File: config.mk
export PLATFORM = sky130hd
export DESIGN_NAME = ppg_sample_dc_removal
export DESIGN_NICKNAME = d
export VERILOG_FILES = /design/src/hw/rtl/ppgdc_pkg.sv /design/src/hw/rtl/ppg_sample_dc_removal.sv /design/src/hw/rtl/ppgdc_integ.sv
export SDC_FILE = /design/constraint.sdc
export NUM_CORES = 2
export LEC_CHECK = 0
export BUFFER_PORTS_ARGS = -buffer_cell sky130_fd_sc_hd__buf_2
export CORE_MARGIN = 2
export CORE_UTILIZATION = 60
export CTS_BUF_LIST = sky130_fd_sc_hd__clkbuf_4 sky130_fd_sc_hd__clkbuf_8
export DETAILED_ROUTE_END_ITERATION = 16
export PLACE_DENSITY = 0.85
export SLEW_MARGIN = 20
export SYNTH_ARGS = -nofsm -noshare
export SYNTH_HDL_FRONTEND = slang
export SYNTH_SLANG_ARGS = --single-unit
export TNS_END_PERCENT = 30
File: constraint.sdc
create_clock -name clock -period 12.1 [get_ports clock]
set_input_delay 1.815 -clock clock [delete_from_list [all_inputs] [get_ports clock]]
set_output_delay 1.815 -clock clock [all_outputs]
set_load 0.01 [all_outputs]
File: src/hw/rtl/ppgdc_pkg.sv
`default_nettype none

package ppgdc_pkg;

   localparam int BYTE_W    = 8;
   localparam int SAMPLE_W  = 24;
   localparam int PARTIAL_W = 40;
   localparam int POS_W     = 3;
   localparam int ALPHA_W   = 15;
   localparam int INTEG_W   = 46;
   localparam int AC_W      = 41;

   localparam logic [ALPHA_W-1:0] ALPHA_RESET = 15'd31130;

   // Position of the last byte of a six-byte group.
   localparam logic [POS_W-1:0] LAST_POS = 3'd5;

   // Load strobes for the three integrator stages and the result register.
   typedef struct packed {
      logic load_s1;
      logic load_s2;
      logic load_s3;
      logic load_out;
   } stage_ctl_type;

endpackage

`default_nettype wire

File: src/hw/rtl/ppg_sample_dc_removal.sv
// PPG sample assembler with DC removal. Sensor FIFO bytes arrive one per
// transaction on the req_ channel and are grouped six at a time into two
// big-endian 24-bit samples, infrared first and then red. The sixth byte of a
// group updates one leaky integrator per channel, w = (x << FRAC_BITS) +
// ((alpha_gain * w_prev) >> 15), saturated at 2^46 - 1, and produces one rsp_
// transaction carrying both raw samples and the AC parts w - w_prev, which
// have FRAC_BITS fractional bits and saturate to the 41-bit signed range. The
// first five bytes of a group produce nothing. The block takes one byte per
// cycle unless a sixth byte waits as described below. The integrator runs as
// a three-stage pipeline (split leak product, recombine, add sample) followed
// by the result register, which raises rsp_valid. Only one group is in the
// integrator pipeline at a time, since each group needs the integrator value
// left by the previous one; a sixth byte therefore waits while the previous
// group has not yet reached the result register, which with six bytes per
// group only happens while rsp_stall holds a result back.
// The alpha_gain register (Q0.15, reset 31130, about 0.95) is written through
// csr_wr_en and csr_wr_data and must only change while no result is pending.
`default_nettype none

module ppg_sample_dc_removal #(
   parameter int FRAC_BITS = 16
) (
   input  wire logic                                 clock,
   input  wire logic                                 reset,

   input  wire logic                                 req_valid,
   output logic                                      req_stall,
   input  wire logic        [ppgdc_pkg::BYTE_W-1:0]  req_data_byte,

   output logic                                      rsp_valid,
   input  wire logic                                 rsp_stall,
   output logic             [ppgdc_pkg::SAMPLE_W-1:0] rsp_ir_raw,
   output logic             [ppgdc_pkg::SAMPLE_W-1:0] rsp_red_raw,
   output logic signed      [ppgdc_pkg::AC_W-1:0]    rsp_ir_ac,
   output logic signed      [ppgdc_pkg::AC_W-1:0]    rsp_red_ac,

   input  wire logic                                 csr_wr_en,
   input  wire logic        [ppgdc_pkg::ALPHA_W-1:0] csr_wr_data
);
   import ppgdc_pkg::*;

   logic [ALPHA_W-1:0]   alpha_ff, alpha_in;
   logic [POS_W-1:0]     pos_ff, pos_in;
   logic [PARTIAL_W-1:0] partial_ff, partial_in;
   logic [SAMPLE_W-1:0]  ir_hold_ff, ir_hold_in;
   logic [SAMPLE_W-1:0]  red_hold_ff, red_hold_in;
   logic [SAMPLE_W-1:0]  rsp_ir_raw_ff, rsp_red_raw_ff;
   logic                 v1_ff, v1_in;
   logic                 v2_ff, v2_in;
   logic                 v3_ff, v3_in;
   logic                 rsp_valid_ff, rsp_valid_in;

   logic                 pipe_busy;
   logic                 req_take;
   logic                 last_byte;
   logic                 out_ready;
   stage_ctl_type        ctl;

   // A group occupies the integrator pipeline from its sixth byte until it
   // lands in the result register.
   assign pipe_busy = v1_ff | v2_ff | v3_ff;
   assign last_byte = (pos_ff == LAST_POS);
   assign req_stall = last_byte & pipe_busy;
   assign req_take  = req_valid & ~req_stall;

   // The result register can take a new result when it is empty or its
   // current transaction completes in this cycle.
   assign out_ready = ~rsp_valid_ff | ~rsp_stall;

   always_comb begin
      ctl.load_s1  = req_take & last_byte;
      ctl.load_s2  = v1_ff;
      ctl.load_s3  = v2_ff;
      ctl.load_out = v3_ff & out_ready;
   end

   // Byte assembly. The raw samples are held from the sixth byte until the
   // next group's sixth byte, which cannot enter before this group leaves.
   always_comb begin
      alpha_in    = csr_wr_en ? csr_wr_data : alpha_ff;
      pos_in      = pos_ff;
      partial_in  = partial_ff;
      ir_hold_in  = ir_hold_ff;
      red_hold_in = red_hold_ff;
      if (req_take) begin
         if (last_byte) begin
            pos_in      = '0;
            partial_in  = '0;
            ir_hold_in  = partial_ff[PARTIAL_W-1:PARTIAL_W-SAMPLE_W];
            red_hold_in = {partial_ff[SAMPLE_W-BYTE_W-1:0], req_data_byte};
         end else begin
            pos_in     = pos_ff + POS_W'(1);
            partial_in = {partial_ff[PARTIAL_W-BYTE_W-1:0], req_data_byte};
         end
      end
   end

   // Pipeline valids. Only one group is ever in flight, so stages one and
   // two always advance; stage three waits for the result register.
   always_comb begin
      v1_in        = ctl.load_s1;
      v2_in        = v1_ff;
      v3_in        = v2_ff | (v3_ff & ~out_ready);
      rsp_valid_in = ctl.load_out | (rsp_valid_ff & rsp_stall);
   end

   always_ff @(posedge clock) begin
      if (reset) begin
         alpha_ff     <= ALPHA_RESET;
         pos_ff       <= '0;
         partial_ff   <= '0;
         v1_ff        <= 1'b0;
         v2_ff        <= 1'b0;
         v3_ff        <= 1'b0;
         rsp_valid_ff <= 1'b0;
      end else begin
         alpha_ff     <= alpha_in;
         pos_ff       <= pos_in;
         partial_ff   <= partial_in;
         v1_ff        <= v1_in;
         v2_ff        <= v2_in;
         v3_ff        <= v3_in;
         rsp_valid_ff <= rsp_valid_in;
      end
   end

   always_ff @(posedge clock) begin
      ir_hold_ff  <= ir_hold_in;
      red_hold_ff <= red_hold_in;
      if (ctl.load_out) begin
         rsp_ir_raw_ff  <= ir_hold_ff;
         rsp_red_raw_ff <= red_hold_ff;
      end
   end

   ppgdc_integ #(
      .FRAC_BITS (FRAC_BITS)
   ) u_ir_integ (
      .clock      (clock),
      .reset      (reset),
      .ctl        (ctl),
      .alpha_gain (alpha_ff),
      .raw        (ir_hold_ff),
      .ac         (rsp_ir_ac)
   );

   ppgdc_integ #(
      .FRAC_BITS (FRAC_BITS)
   ) u_red_integ (
      .clock      (clock),
      .reset      (reset),
      .ctl        (ctl),
      .alpha_gain (alpha_ff),
      .raw        (red_hold_ff),
      .ac         (rsp_red_ac)
   );

   assign rsp_valid   = rsp_valid_ff;
   assign rsp_ir_raw  = rsp_ir_raw_ff;
   assign rsp_red_raw = rsp_red_raw_ff;

   // At most one group is in the integrator pipeline.
   a_one_group: assert property (@(posedge clock) disable iff (reset)
      $onehot0({v1_ff, v2_ff, v3_ff}))
      else $error("more than one group in the integrator pipeline");

   // The byte position never goes past the last byte of a group.
   a_pos_range: assert property (@(posedge clock) disable iff (reset)
      pos_ff <= LAST_POS)
      else $error("byte position out of range");

   // The first two stages never hold a group back.
   a_stage_flow: assert property (@(posedge clock) disable iff (reset)
      v1_ff |=> v2_ff ##1 (v3_ff || rsp_valid_ff))
      else $error("integrator pipeline lost a group");

   // A finished group that meets a free result register shows up there.
   a_out_load: assert property (@(posedge clock) disable iff (reset)
      (v3_ff && !(rsp_valid_ff && rsp_stall)) |=> (rsp_valid_ff && !v3_ff))
      else $error("result register did not take a finished group");

endmodule

`default_nettype wire

File: src/hw/rtl/ppgdc_integ.sv
`default_nettype none

module ppgdc_integ #(
   parameter int FRAC_BITS = 16
) (
   input  wire logic                                   clock,
   input  wire logic                                   reset,
   input  wire ppgdc_pkg::stage_ctl_type               ctl,
   input  wire logic        [ppgdc_pkg::ALPHA_W-1:0]   alpha_gain,
   input  wire logic        [ppgdc_pkg::SAMPLE_W-1:0]  raw,
   output logic signed      [ppgdc_pkg::AC_W-1:0]      ac
);
   import ppgdc_pkg::*;

   localparam int HALF_W  = INTEG_W / 2;
   localparam int UPPER_W = INTEG_W - HALF_W;
   localparam int PROD_W  = ALPHA_W + UPPER_W;
   localparam int FULL_W  = ALPHA_W + INTEG_W;
   localparam int SHIFT_W = SAMPLE_W + FRAC_BITS;
   localparam int WSUM_W  = ((SHIFT_W > INTEG_W) ? SHIFT_W : INTEG_W) + 1;
   localparam int DIFF_W  = INTEG_W + 2;

   logic        [INTEG_W-1:0] integ_ff, integ_in;
   logic        [PROD_W-1:0]  prod_lo_ff, prod_lo_in;
   logic        [PROD_W-1:0]  prod_hi_ff, prod_hi_in;
   logic        [FULL_W-1:0]  prod_full;
   logic        [INTEG_W-1:0] leak_ff, leak_in;
   logic        [WSUM_W-1:0]  w_ff, w_in;
   logic        [INTEG_W-1:0] w_sat;
   logic signed [DIFF_W-1:0]  diff;
   logic        [DIFF_W-AC_W:0] diff_top;
   logic signed [AC_W-1:0]    ac_ff, ac_in;

   // Stage 1: the leak product is split into two narrow partial products.
   assign prod_lo_in = PROD_W'(alpha_gain) * PROD_W'(integ_ff[HALF_W-1:0]);
   assign prod_hi_in = PROD_W'(alpha_gain) * PROD_W'(integ_ff[INTEG_W-1:HALF_W]);

   // Stage 2: recombine and drop the Q0.15 fraction, truncating.
   assign prod_full = (FULL_W'(prod_hi_ff) << HALF_W) + FULL_W'(prod_lo_ff);
   assign leak_in   = prod_full[FULL_W-1:ALPHA_W];

   // Stage 3: add the new sample scaled to the integrator's fixed point.
   assign w_in = (WSUM_W'(raw) << FRAC_BITS) + WSUM_W'(leak_ff);

   // Output stage: saturate the integrator, then the AC difference.
   always_comb begin
      if (w_ff[WSUM_W-1:INTEG_W] != '0) begin
         w_sat = '1;
      end else begin
         w_sat = w_ff[INTEG_W-1:0];
      end
      diff     = signed'({2'b00, w_sat}) - signed'({2'b00, integ_ff});
      diff_top = diff[DIFF_W-1:AC_W-1];
      if ((&diff_top) || !(|diff_top)) begin
         ac_in = diff[AC_W-1:0];
      end else if (diff[DIFF_W-1]) begin
         ac_in = {1'b1, {(AC_W-1){1'b0}}};
      end else begin
         ac_in = {1'b0, {(AC_W-1){1'b1}}};
      end
      integ_in = w_sat;
   end

   always_ff @(posedge clock) begin
      if (reset) begin
         integ_ff <= '0;
      end else if (ctl.load_out) begin
         integ_ff <= integ_in;
      end
   end

   always_ff @(posedge clock) begin
      if (ctl.load_s1) begin
         prod_lo_ff <= prod_lo_in;
         prod_hi_ff <= prod_hi_in;
      end
      if (ctl.load_s2) begin
         leak_ff <= leak_in;
      end
      if (ctl.load_s3) begin
         w_ff <= w_in;
      end
      if (ctl.load_out) begin
         ac_ff <= ac_in;
      end
   end

   assign ac = ac_ff;

endmodule

`default_nettype wire

# Yosys cells after proc, flatten, opt, wreduce, memory -nomap -nowiden
# Index checks and enable logic that the tools add are counted.
totals:
  n_memories: 0
  wordCells: 67
  out_inout_bits: 132
  ramBits: 0
  rom_bits: 0
  latchBits: 0
  regBits: 670
  input_bits: 28
op_classes:
  div_mod_pow: 0
  reduce_logical: 9
  bitwise: 15
  n_eq_ne: 1
  n_addsub: 7
  mux: 8
  n_lt_le_gt_ge: 0
  multipliers: 4
  shifts: 0
ops:
  columns: ["op", "n"]
  rows:
  - ["$mux 41", 4]
  - ["$mul 15x23->38", 4]
  - ["$add 61x38->61", 2]
  - ["$add 40x46->47", 2]
  - ["$sub 46x46->47", 2]
  - ["$mux 46", 2]
  - ["$mux 40", 1]
  - ["$reduce_and 8->1", 2]
  - ["$reduce_or 8->1", 2]
  - ["$and 1x1->1", 6]
  - ["$or 1x1->1", 5]
  - ["$not 1->1", 4]
  - ["$add 3x1->3 const B", 1]
  - ["$eq 3x3->1 const B", 1]
  - ["$mux 3", 1]
  - ["$logic_not 1->1", 2]
  - ["$logic_or 1x1->1", 2]
  - ["$reduce_and 2->1", 1]

# Depth between registers and ports, before layout
depth:
  depth_word: 6
  depth_mapped: 29
  ltp_nobuf: 26

# Modules after synthesis
# From an unflattened synthesis, not the netlist that was laid out.
hier_totals:
  hier_cells: 7557
  hier_area_um2: 74063.5
modules_own_cells:
  columns: ["module", "area_per_inst_um2", "seq_area_each_um2", "cells_each", "n_inst"]
  rows:
  - ["ppgdc_integ (u_red_integ)", 34438.0, 6776.5, 3623, 1]
  - ["ppgdc_integ (u_ir_integ)", 34399.2, 6776.5, 3625, 1]
  - ["ppg_sample_dc_removal", 5226.3, 4124.0, 309, 1]

# Least setup slack after synthesis
# Ideal clock, no wire load.
synth_path:
  kind: "register to register"
  start: "register v1_ff"
  end: "register ir_hold_ff[0], enable pin"
  stages_incl_launch_ff: 5
  t_arrival_ns: 9.387
  period_less_slack_ns: 10.090
  setup_time_ns: 0.703
  t_required_ns: 11.397
  slack_ns: 2.010
  path_buffers: 1
  path_cell_list: "dfxtp_1 nor3_1 o21ai_1 clkbuf_1 nor2_1"
synth_via:
  elab_chain_len: 6
synth_lines:
  columns: ["item", "line", "rtl"]
  rows:
  - ["from (decl)", "ppg_sample_dc_removal.sv:48", "logic v1_ff, v1_in;"]
  - ["from (signal assigned)", "ppg_sample_dc_removal.sv:120", "v1_ff <= v1_in;"]
  - ["$or 1x1->1 (2 in a row)", "ppg_sample_dc_removal.sv:61", "assign pipe_busy = v1_ff | v2_ff | v3_ff;"]
  - ["$and 1x1->1", "ppg_sample_dc_removal.sv:63", "assign req_stall = last_byte & pipe_busy;"]
  - ["$not 1->1", "ppg_sample_dc_removal.sv:64", "assign req_take = req_valid & ~req_stall;"]
  - ["$and 1x1->1", "ppg_sample_dc_removal.sv:64", null]
  - ["$reduce_and 2->1 (no line)", null, null]
  - ["to (signal assigned)", "ppg_sample_dc_removal.sv:128", "ir_hold_ff <= ir_hold_in;"]
  - ["to (decl)", "ppg_sample_dc_removal.sv:45", "logic [SAMPLE_W-1:0] ir_hold_ff, ir_hold_in;"]
# No other way between the ends.
# A chain may end at the register's enable or synchronous reset.

# Worst setup path in the final report
layout_path:
  start: "register alpha_ff[3]"
  end: "register u_red_integ.prod_hi_ff[37] (data pin)"
layout_via:
  elab_chain_len: 1
layout_lines:
  columns: ["item", "line", "rtl"]
  rows:
  - ["from (decl)", "ppg_sample_dc_removal.sv:42", "logic [ALPHA_W-1:0] alpha_ff, alpha_in;"]
  - ["from (signal assigned)", "ppg_sample_dc_removal.sv:117", "alpha_ff <= alpha_in;"]
  - ["$mul 15x23->38", "ppgdc_integ.sv:36", "assign prod_hi_in = PROD_W'(alpha_gain) * PROD_W'(integ_ff[INTEG_W-1:HALF_W]);"]
  - ["net u_red_integ.prod_hi_in[37]", "ppgdc_integ.sv:25", "logic [PROD_W-1:0] prod_hi_ff, prod_hi_in;"]
  - ["to (signal assigned)", "ppgdc_integ.sv:75", "prod_hi_ff <= prod_hi_in;"]
  - ["to (decl)", "ppgdc_integ.sv:25", null]
# The timed path passes the listed nets, and every way through them passes these cells.

==> results.cfg <==
[floorplanning]
die_w_um = 354
die_h_um = 354
row_count = 128
io_pins = 160
dieArea_um2 = 125000
core_um2 = 122000
initial_core_util = 0.603

[synthesis]
synth_ff_type = edfxtp_1
synthDistinctLibCells = 89
async_flop_share = 0
syn_area_um2 = 73300
yosys_warnings = 0
yosys_register_bits = 640
syn_inst = 7484
syn-num-nets = 9172
synth.avg_cell_area_um2 = 9.80
synth_edf_count = 486
synth_seq_area_share = 0.241

[clocking]
cts_hold_buf = 0
cts-root-buf = clkbuf_8
cts_tree = built
clock_latency_ns = 0.85
htreeDepth = 3
post_cts.repair.setup_buffers = 0
path_clk_slew_ns = 0.08
cts.sinks = 640
cts-resized-gates = 0
cts-buffers-inserted = 108
clk_path_buf_depth = 3

[min_path]
min_to = u_ir_integ.w_ff[6]
min_path_type = reg -> reg
hold_depth = 0
min_from = u_ir_integ.leak_ff[6]

[cells_and_area]
layout-drive-gt1-share = 0.0784
n_fill_cell = 9396
final_common_cell = inv_1
ff_latch_area_um2 = 17700
final_nets = 9146
syn2layout_area_growth_pct = 5.74
layout_common_cells = inv_1 (1306), fa_1 (1088), nand2_1 (832), and2_1 (730), ha_1 (572)
multi_input_area_um2 = 49400

[outcome]
status = complete, no violations

[detailed_routing]
vias_per_cell = 5.79
via_count = 53200
avgRoutedWirePerCell_um = 19.7
drt_iter0_drc = 4205
routed_wl_um = 180000
antenna_left = 0
drc_errors = 0
dr.pass1.iters = 6

[worst_setup_path]
max_stage_delay_ns = 0.81
critPathRequiredTime_ns = 12.68
r2r_slack_ns = 3.93
r2r-start = alpha_ff[3]
start_kind = register
path_class = reg -> reg
cp_common_cell = fa_1
endpoint_kind = register
slowest_stage = buf_4
crit_start = alpha_ff[3]
worstPathCellList = buf_4, nand2_1, fa_1, inv_1, fa_1, fa_1, fa_1, fa_1, inv_1, fa_1, inv_1, ha_1, and3_1, a211oi_1, o21ai_1, o21ai_0, o21ai_1, o221ai_1, o21ai_1, a221o_1, a21oi_1, xnor2_1
crit_arrival_ns = 8.75
r2r_cells = 22
cp_max_fo = 63
timing.rr.end = u_red_integ.prod_hi_ff[37]

[power_and_ir_drop]
p_leak_nw = 35.6
total_power_mw = 4.57
powerDensity_nw_per_um2 = 58.9
max-vdd-ir-drop_uv = 79.1

[sta]
setup_violations = 0
hold_ws_ns = 0.416
period_needed_ns = 8.17
clock_skew_ns = 0.0270
finalSetupTns_ns = 0
fmax_mhz = 122
drv_slew = 0
rsz0062_at_grt = false
worst_pin_slew_ns = 1.15
hold_violations = 0
slew_headroom = 0.227
fin_crit_sh = 0.676

[global_routing]
grt_start_max_net_pins = 91
antenna_found_initial = 5
grt.overflow.total = 0
grt_pass1_vias = 56900
grt_pass1_wl_um = 294000
track_usage = 0.295

[job]
max-cap-violations = 0

[placement]
dpl.hpwl_um = 135000
gp_congestion = 0.914
io_buffers = 159
## worst max-delay path: cells and delay by family (launching register included)
kind / cells / cell delay, ns
AOI/OAI and AO/OA: 8 / 2.39
xor gates and xnor gates: 1 / 0.08
adders and majority gates: 7 / 3.28
buffers and inverters: 4 / 0.96
DFF: 1 / 0.80
and+or+nand+nor: 2 / 0.38
## cell type report
type / count / share of cell area
well taps: 1625 / 0.0262
multi-input cells: 5196 / 0.638
repair buffers: 205 / 0.0151
inverters: 1307 / 0.0633
clock inverters: 62 / 0.00584
diodes: 3 / 0.0000968
flip-flops and latches: 640 / 0.228
clock buffers: 142 / 0.0235
## metal layers
metal | global-route usage | part of all wire | up-vias | routed length (um)
met1 | 0.373 | 0.38 | 26600 | 69400
li1 | - | - | 23600 | -
met2 | 0.491 | 0.48 | 2327 | 87100
met3 | 0.0510 | 0.078 | 628 | 14200
met4 | 0.146 | 0.054 | 4 | 9730
met5 | 0 | 0.00012 | - | 21
## through the flow
| step | instance area (um^2) | worst slack (ns) | utilization | cells |
|---|---|---|---|---|
| 6_report | 77500 | 3.93 | 0.638 | 9180 |
| 4_1_cts | 77500 | 4.02 | 0.638 | 9176 |
| 5_1_grt | 77500 | 3.52 | 0.638 | 9180 |
| 3_3_place_gp | 75200 | 4.18 | 0.619 | 8972 |
| 3_5_place_dp | 75200 | 4.09 | 0.619 | 8972 |
| 2_1_floorplan | 73300 | 2.01 | - | 7484 |
## registers in the layout (all words and copies together) (netlist names), 3 cells and up
name,cells
red_hold_ff,24
u_ir_integ.prod_lo_ff,23
u_red_integ.leak_ff,46
rsp_red_raw,24
u_ir_integ.w_ff,47
ir_hold_ff,24
u_red_integ.integ_ff,46
u_red_integ.w_ff,47
alpha_ff,15
u_red_integ.ac,41
u_red_integ.prod_hi_ff,38
u_ir_integ.integ_ff,46
rsp_ir_raw,24
partial_ff,40
u_ir_integ.ac,41
pos_ff,3
u_red_integ.prod_lo_ff,23
u_ir_integ.prod_hi_ff,38
u_ir_integ.leak_ff,46
## synth_stat cells (all sizes together), types with 33 or more instances
master  number  share of area
a211oi     113          0.012
a21o       105          0.011
a21oi      247          0.018
a22oi       41         0.0042
and2       731          0.062
and3        40         0.0034
clkbuf     311          0.016
dfxtp      154          0.042
edfxtp     486           0.20
fa        1088           0.30
ha         572          0.098
inv       1307          0.067
nand2      834          0.043
nand3       70         0.0048
nand4       33         0.0028
nor2       308          0.016
nor2b       58         0.0049
nor3        44         0.0030
o21a        39         0.0040
o21ai      211          0.017
o21bai      36         0.0037
or2         95         0.0081
xnor2      209          0.025
xor2        97          0.012
## how the worst max path moves through the flow
| stage | end | slack (ns) | depth (start not counted) |
|---|---|---|---|
| final | u_red_integ.prod_hi_ff[37] | 3.93 | 22 |
| after CTS | u_red_integ.prod_hi_ff[37] | 4.02 | 22 |
| after global routing | u_red_integ.prod_hi_ff[37] | 3.52 | 22 |
| after global placement | u_red_integ.prod_hi_ff[37] | 4.18 | 23 |
| after detailed placement | u_red_integ.prod_hi_ff[37] | 4.09 | 22 |
| after floorplan | ir_hold_ff[0] | 2.01 | 4 |
## report_power, final
| part | switching [mW] | internal, mW | total (mW) | leakage [nW] |
|---|---|---|---|---|
| Clock | 0.970 | 1.08 | 2.05 | 1.20 |
| Combinational | 0.122 | 0.0240 | 0.146 | 28.7 |
| Sequential | 0.0287 | 2.34 | 2.37 | 5.72 |
## cell families after synthesis
logic type	Yosys count	synth area share
and+or+nand+nor	2288	0.155
adders and majority gates	1660	0.395
buffers and inverters	1648	0.0855
AOI/OAI and AO/OA	936	0.0859
DFF	640	0.241
xor gates and xnor gates	306	0.0366
muxes	6	0.000819
(Power assumes the default switching activity.)
